**src/rtl/psched_pkg.sv**
```systemverilog
// ----------------------------------------------------------------------------
// psched_pkg
// Types and codes shared by the periodic task scheduler and its slot cells.
// ----------------------------------------------------------------------------
package psched_pkg;

    typedef enum logic [2:0] {
        OP_ADD      = 3'd0,
        OP_ENABLE   = 3'd1,
        OP_DISABLE  = 3'd2,
        OP_REQUEST  = 3'd3,
        OP_TICK     = 3'd4,
        OP_DISPATCH = 3'd5
    } t_op;

    typedef enum logic [1:0] {
        ST_DONE   = 2'd0,
        ST_REJECT = 2'd1,
        ST_NONE   = 2'd2
    } t_status;

    typedef struct packed {
        logic [2:0]  op;
        logic [2:0]  slot;
        logic [15:0] period;
    } t_in_item;

    typedef struct packed {
        logic [1:0] status;
        logic [2:0] dispatched_slot;
        logic [7:0] ready_mask;
    } t_out_item;

    // item travelling down the row of slot cells
    typedef struct packed {
        logic       valid;
        logic [2:0] op;
        logic [2:0] slot;
        logic       hit;
        logic [2:0] chosen;
    } t_tok;

endpackage

```
**src/rtl/periodic_task_scheduler_unit.sv**
```systemverilog
// ----------------------------------------------------------------------------
// periodic_task_scheduler_unit
// Priority-ordered table of periodic task slots built as a row of cells.
//
//  channel  | direction | handshake           | payload
//  ---------+-----------+---------------------+---------------------------
//  command  | in        | i_start and !o_busy | i_item  (op, slot, period)
//  result   | out       | o_valid, one cycle  | o_result (status, slot, mask)
//
// An item enters through an input register, then walks the row of SLOTS
// cells, one cell per cycle; its result shows as it leaves the last cell,
// and no new item is taken before the result cycle. Synchronous reset clears all
// slots. The receiver cannot stall: each result is shown for one cycle.
// ----------------------------------------------------------------------------
module periodic_task_scheduler_unit #(
    parameter int SLOTS       = 8,
    parameter int PERIOD_BITS = 16
) (
    input  logic                  i_clk,
    input  logic                  i_rst_n,
    input  logic                  i_start,
    input  psched_pkg::t_in_item  i_item,
    output logic                  o_busy,
    output logic                  o_valid,
    output psched_pkg::t_out_item o_result
);

    psched_pkg::t_tok       w_tok [0:SLOTS];
    logic [SLOTS-1:0]       w_ready;
    psched_pkg::t_tok       r_tok0, n_tok0;
    logic                   r_busy, n_busy;
    logic [PERIOD_BITS-1:0] r_period;
    logic [31:0]            w_per32;
    logic                   w_accept;
    logic                   w_done;
    logic [SLOTS:0]         w_valids;
    logic [7:0]             w_mask;

    assign w_done   = w_tok[SLOTS].valid;
    assign o_busy   = r_busy && !w_done;
    assign w_accept = i_start && !o_busy;
    assign w_per32  = 32'(i_item.period);

    always_comb begin
        n_tok0 = '0;
        if (w_accept) begin
            n_tok0.valid = 1'b1;
            n_tok0.op    = i_item.op;
            n_tok0.slot  = i_item.slot;
        end
        n_busy = w_accept ? 1'b1 : (w_done ? 1'b0 : r_busy);
    end

    always_ff @(posedge i_clk) begin
        if (!i_rst_n) begin
            r_tok0 <= '0;
            r_busy <= 1'b0;
        end else begin
            r_tok0 <= n_tok0;
            r_busy <= n_busy;
        end
    end

    always_ff @(posedge i_clk) begin
        if (w_accept) begin
            r_period <= w_per32[PERIOD_BITS-1:0];
        end
    end

    assign w_tok[0] = r_tok0;

    for (genvar g = 0; g < SLOTS; g++) begin : g_cell
        psched_cell #(
            .INDEX       (g),
            .PERIOD_BITS (PERIOD_BITS)
        ) u_cell (
            .i_clk    (i_clk),
            .i_rst_n  (i_rst_n),
            .i_tok    (w_tok[g]),
            .i_period (r_period),
            .o_tok    (w_tok[g+1]),
            .o_ready  (w_ready[g])
        );
    end

    for (genvar b = 0; b < 8; b++) begin : g_mask
        if (b < SLOTS) begin : g_used
            assign w_mask[b] = w_ready[b];
        end else begin : g_unused
            assign w_mask[b] = 1'b0;
        end
    end

    for (genvar v = 0; v <= SLOTS; v++) begin : g_valid
        assign w_valids[v] = w_tok[v].valid;
    end

    always_comb begin
        o_result.status          = psched_pkg::ST_DONE;
        o_result.dispatched_slot = 3'd0;
        o_result.ready_mask      = w_mask;
        unique case (w_tok[SLOTS].op)
            psched_pkg::OP_ADD: begin
                if (!w_tok[SLOTS].hit) begin
                    o_result.status = psched_pkg::ST_REJECT;
                end
            end
            psched_pkg::OP_DISPATCH: begin
                if (w_tok[SLOTS].hit) begin
                    o_result.dispatched_slot = w_tok[SLOTS].chosen;
                end else begin
                    o_result.status = psched_pkg::ST_NONE;
                end
            end
            default: begin
            end
        endcase
    end

    assign o_valid = w_done;

    a_one_item: assert property (@(posedge i_clk) disable iff (!i_rst_n)
        $onehot0(w_valids))
        else $error("more than one item in the cell row");

    a_result_busy: assert property (@(posedge i_clk) disable iff (!i_rst_n)
        o_valid |-> r_busy)
        else $error("result without an item in flight");

    a_accept_enters: assert property (@(posedge i_clk) disable iff (!i_rst_n)
        w_accept |=> r_tok0.valid && r_busy)
        else $error("accepted item did not enter the row");

    a_status_code: assert property (@(posedge i_clk) disable iff (!i_rst_n)
        o_valid |-> (o_result.status != 2'd3))
        else $error("status code out of range");

    a_dispatch_clears: assert property (@(posedge i_clk) disable iff (!i_rst_n)
        (o_valid && (w_tok[SLOTS].op == psched_pkg::OP_DISPATCH) && w_tok[SLOTS].hit)
        |-> !o_result.ready_mask[o_result.dispatched_slot])
        else $error("dispatched slot still ready");

endmodule

```
**src/rtl/psched_cell.sv**
```systemverilog
// ----------------------------------------------------------------------------
// psched_cell
// One task slot: holds its flags, period and countdown, applies the item
// passing through and hands the item on to the next cell.
// ----------------------------------------------------------------------------
module psched_cell #(
    parameter int INDEX       = 0,
    parameter int PERIOD_BITS = 16
) (
    input  logic                   i_clk,
    input  logic                   i_rst_n,
    input  psched_pkg::t_tok       i_tok,
    input  logic [PERIOD_BITS-1:0] i_period,
    output psched_pkg::t_tok       o_tok,
    output logic                   o_ready
);

    localparam logic [2:0] SLOT_ID   = 3'(INDEX);
    localparam bit         REACHABLE = (INDEX < 8);

    logic                   r_installed, n_installed;
    logic                   r_enabled, n_enabled;
    logic                   r_ready, n_ready;
    logic [PERIOD_BITS-1:0] r_countdown, n_countdown;
    logic [PERIOD_BITS-1:0] r_period, n_period;
    psched_pkg::t_tok       r_tok, n_tok;

    logic                   w_match;
    logic [PERIOD_BITS-1:0] w_dec;

    assign w_match = REACHABLE && (i_tok.slot == SLOT_ID);
    assign w_dec   = r_countdown - PERIOD_BITS'(1);

    always_comb begin
        n_installed = r_installed;
        n_enabled   = r_enabled;
        n_ready     = r_ready;
        n_countdown = r_countdown;
        n_period    = r_period;
        n_tok       = i_tok;
        if (i_tok.valid) begin
            unique case (i_tok.op)
                psched_pkg::OP_ADD: begin
                    if (w_match && !r_installed) begin
                        n_installed = 1'b1;
                        n_enabled   = 1'b1;
                        n_ready     = 1'b0;
                        n_countdown = i_period;
                        n_period    = i_period;
                        n_tok.hit   = 1'b1;
                    end
                end
                psched_pkg::OP_ENABLE: begin
                    if (w_match) begin
                        n_enabled = 1'b1;
                    end
                end
                psched_pkg::OP_DISABLE: begin
                    if (w_match) begin
                        n_enabled = 1'b0;
                    end
                end
                psched_pkg::OP_REQUEST: begin
                    if (w_match) begin
                        n_ready = 1'b1;
                    end
                end
                psched_pkg::OP_TICK: begin
                    if (r_installed && r_enabled && (r_countdown != '0)) begin
                        if (w_dec == '0) begin
                            n_ready     = 1'b1;
                            n_countdown = r_period;
                        end else begin
                            n_countdown = w_dec;
                        end
                    end
                end
                psched_pkg::OP_DISPATCH: begin
                    if (!i_tok.hit && r_installed && r_enabled && r_ready) begin
                        n_ready      = 1'b0;
                        n_tok.hit    = 1'b1;
                        n_tok.chosen = SLOT_ID;
                    end
                end
                default: begin
                end
            endcase
        end
    end

    always_ff @(posedge i_clk) begin
        if (!i_rst_n) begin
            r_installed <= 1'b0;
            r_enabled   <= 1'b0;
            r_ready     <= 1'b0;
            r_countdown <= '0;
            r_period    <= '0;
            r_tok       <= '0;
        end else begin
            r_installed <= n_installed;
            r_enabled   <= n_enabled;
            r_ready     <= n_ready;
            r_countdown <= n_countdown;
            r_period    <= n_period;
            r_tok       <= n_tok;
        end
    end

    assign o_tok   = r_tok;
    assign o_ready = r_ready;

endmodule

```
**config.mk**
```make
export PLATFORM = sky130hd
export DESIGN_NAME = periodic_task_scheduler_unit
export DESIGN_NICKNAME = d
export VERILOG_FILES = /design/src/rtl/psched_pkg.sv /design/src/rtl/periodic_task_scheduler_unit.sv /design/src/rtl/psched_cell.sv
export SDC_FILE = /design/constraint.sdc
export NUM_CORES = 1
export LEC_CHECK = 0
export ABC_AREA = 1
export BUFFER_PORTS_ARGS = -buffer_cell sky130_fd_sc_hd__buf_2
export CELL_PAD_IN_SITES_DETAIL_PLACEMENT = 0
export CELL_PAD_IN_SITES_GLOBAL_PLACEMENT = 1
export CORE_ASPECT_RATIO = 0.75
export CORE_MARGIN = 2
export CORE_UTILIZATION = 39
export DETAILED_ROUTE_END_ITERATION = 12
export PLACE_DENSITY = 0.76
export SLEW_MARGIN = 10
export SYNTH_ARGS = -nofsm -noshare
export SYNTH_HDL_FRONTEND = slang
export SYNTH_SLANG_ARGS = --single-unit
```
**constraint.sdc**
```tcl
create_clock -name i_clk -period 2.7 [get_ports i_clk]
set_input_delay 0.135 -clock i_clk [delete_from_list [all_inputs] [get_ports i_clk]]
set_output_delay 0.135 -clock i_clk [all_outputs]
set_load 0.03 [all_outputs]
```
==> metrics <==
Core Region between 0.05 and 0.06 mm2; post-synth net total ~3300; root buffer cell clkbuf_16; Worst Setup End Kind flop; via count between 20000 and 25000; via/cell ratio a little over 5; Cell Area, Synth ~0.021 mm2; pre-CTS setup slack roughly 220 ps; Setup Skew ~21 ps; fmax slightly above 0.4 GHz; DRC Markers 0; max cap viols 0; post-synthesis sequential element count 382; setup ws final 285 ps; Antenna diodes 0; unrepaired setup endpoints after global routing false; min Tclk post-route 2410 ps; wire per inst ~17 um; Worst Path Arrival between 2000 and 3000 ps; Worst R2R Start g_cell[2].u_cell.r_countdown[0]; status completed; clock slew at reported path FFs around 60 ps; max_slew headroom a little over 50%; layout cells sized above 1 under 10%; largest net degree at the start of global routing around 130; drt pass-1 iters 6; maximum vdd drop between 400 and 500 uV; Power Density about 530 mW/mm2; cell count of the worst hold path 3; Top Family by Delay on Critical Path simple AND/OR/NAND/NOR gates; Nets between 3000 and 4000; most frequent cells in the layout nand2_1 (747), inv_1 (437), a21oi_1 (371); Critical Path RT about 3200 ps; leakage 0.0107 uW; crit path max-delay cell type dfxtp_1; CTS Buffer Depth 3; Initial Util between 30% and 40%; H-tree lvl count 2; worst r2r dst g_cell[2].u_cell.r_countdown[14]; setup TNS 0 ps; IO Pins 40; final worst-path cycle share between 80 and 90%; Worst Hold Class in2reg; Worst Tran Pin Value between 700 and 800 ps; die area between 0.05 and 0.06 mm2; initial antenna violation count 1; setup violators final 0; Fillers 5479; vias in the first global route a little under 20000; cell mode on critical path nand2_1; initial DRC count around 1700; WL final about 67 mm; hold endpoint g_cell[5].u_cell.r_period[7]; port buffer count 39; critical path type reg2reg; RePlAce Congestion just under 0.9; row count 73; cts bufs inserted 41; post-synthesis cell count between 3000 and 4000; Fin. Hold Viols 0; startpoint types flop; hpwl dp 47.4 mm; GR Overflow Total 0; Die Y a little over 200 um; Hold Slack between 80 and 90 ps; fin. max-slew vios 0; Unique masters post-synth 46; design area between 0.02 and 0.025 mm2; # clock sinks around 380; Post-synth EDFFs 16; CP max stage delay approximately 460 ps; global-route wire length before repair roughly 110 mm; CTS tree done; Routed Antenna Nets 0; total number of yosys warnings 0; R2R Setup Slk 290 ps; register area share after synthesis between 30% and 40%; die width around 270 um; Min-Delay Startpoint i_rst_n; worst-skew pair later-pin latency about 560 ps; R2R cell count 13; Total GRT Usage 24.1%; Async S/R FF share, synth 0%; worst path bufs/invs 2; placed cell areas 0.0218 mm2; CP Max Fanout 14; commonest non-fill, non-tap cell in the layout nand2_1; syn avg cell area around 6.5 um2; crit-path cells inv_2 > ha_1 > nand3_1 > inv_1 > nand3b_1 > nand2_1 > nor2_1 > nand2_1 > nor2_4 > nand2_2 > nand2_1 > nand3_1 > a21oi_1; Util after Layout between 40% and 50%; most common flop cell mapped by yosys dfxtp_1; Area Growth Syn to Fin 12.8%
==> worst max path at each step <==
stage,from,endpoint,depth (start not counted),slack (ps)
4_1_cts,g_cell[0].u_cell.r_countdown[0],g_cell[0].u_cell.r_countdown[5],13,180
3_5_place_dp,g_cell[0].u_cell.r_countdown[0],g_cell[0].u_cell.r_countdown[5],13,220
6_report,g_cell[2].u_cell.r_countdown[0],g_cell[2].u_cell.r_countdown[14],13,290
2_1_floorplan,g_cell[7].u_cell.o_tok[10],r_tok0[4],6,660
5_1_grt,g_cell[0].u_cell.r_countdown[0],g_cell[0].u_cell.r_countdown[6],15,10
3_3_place_gp,g_cell[0].u_cell.r_countdown[0],g_cell[0].u_cell.r_countdown[8],13,290
==> registers in the layout (all words and copies together) (netlist names), 7 cells and up <==
register and count:
r_tok0 7, g_cell.u_cell.r_enabled 8, g_cell.u_cell.r_countdown 128, g_cell.u_cell.o_ready 8, g_cell.u_cell.o_tok 78, r_period 16
g_cell.u_cell.r_installed 8, g_cell.u_cell.r_period 128
==> worst register-to-register path: stages (launching register included) <==
cell      delay (ps)
dfxtp_1          460
inv_2            110
ha_1             280
nand3_1          190
inv_1            100
nand3b_1          90
nand2_1           90
nor2_1            90
nand2_1           90
nor2_4           240
nand2_2          260
nand2_1          130
nand3_1           70
a21oi_1          130
==> logic make-up after synthesis <==
kind of cell             count (synthesis)  share of synthesized area, %
adder cells (fa/ha/maj)                 16                         0.963
AO/OA/AOI/OAI                          689                          17.3
flip-flops                             382                          37.5
buffers and inverters                  593                          11.3
XOR/XNOR                                17                         0.716
AND/OR/NAND/NOR                       1518                          32.1
==> power breakdown <==
part / switching [uW] / internal, uW
clock: 2470 / 3300
sequential: 72.9 / 5740
combinational: 668 / 283
total: 3220 / 9330
==> layer usage <==
layer  vias up  share of wire, %  GRT usage, %
met2       512                43          38.3
met3        85               6.0          3.43
met4         0               1.7          5.25
met5         -                 0             0
met1      9605                49          34.5
li1      10396                 -             -
==> layout make-up <==
cell class | instances | area (um2) | area share, %
clock inverters | 23 | 221 | 0.944
repair buffers | 138 | 1040 | 4.44
well taps | 712 | 891 | 3.80
flip-flops and latches | 382 | 7810 | 33.3
multi-input cells | 2240 | 10700 | 45.4
inverters | 452 | 1700 | 7.25
clock buffers | 51 | 1140 | 4.84
==> timing repair <==
item | 4_1_cts | 5_1_grt
setup buffers | 0 | 2
hold buffers | 23 | 0
hold endpoints to repair | 23 | 0
gates resized for setup | 0 | 2
setup endpoints to repair | 0 | 31
==> metrics by stage <==
step           power (uW)  instances
2_1_floorplan        6510       3215
3_3_place_gp         6850       3899
3_5_place_dp         6860       3899
4_1_cts             12600       3996
5_1_grt             13000       3998
6_report            12500       3998
==> Yosys cell counts, types with 9 or more instances <==
cell type	instances	area share, %
nor2_4	16	0.87
nand2_1	747	13
xor2_1	9	0.38
nand3_1	288	6.9
clkbuf_1	82	1.5
buf_2	31	0.75
buf_1	9	0.16
nor2_2	29	0.87
buf_4	13	0.47
inv_2	10	0.18
edfxtp_1	16	2.3
nand3b_1	29	1.0
dfxtp_1	366	35
inv_1	438	7.9
a211oi_1	21	0.76
ha_1	16	0.96
nor2_1	331	6.0
nand2_2	16	0.48
nand3_2	14	0.67
nor3_1	13	0.31
o21ai_0	261	6.3
a21oi_1	371	8.9
a21oi_2	10	0.42
Note: power is estimated with default switching activity, not from simulation.
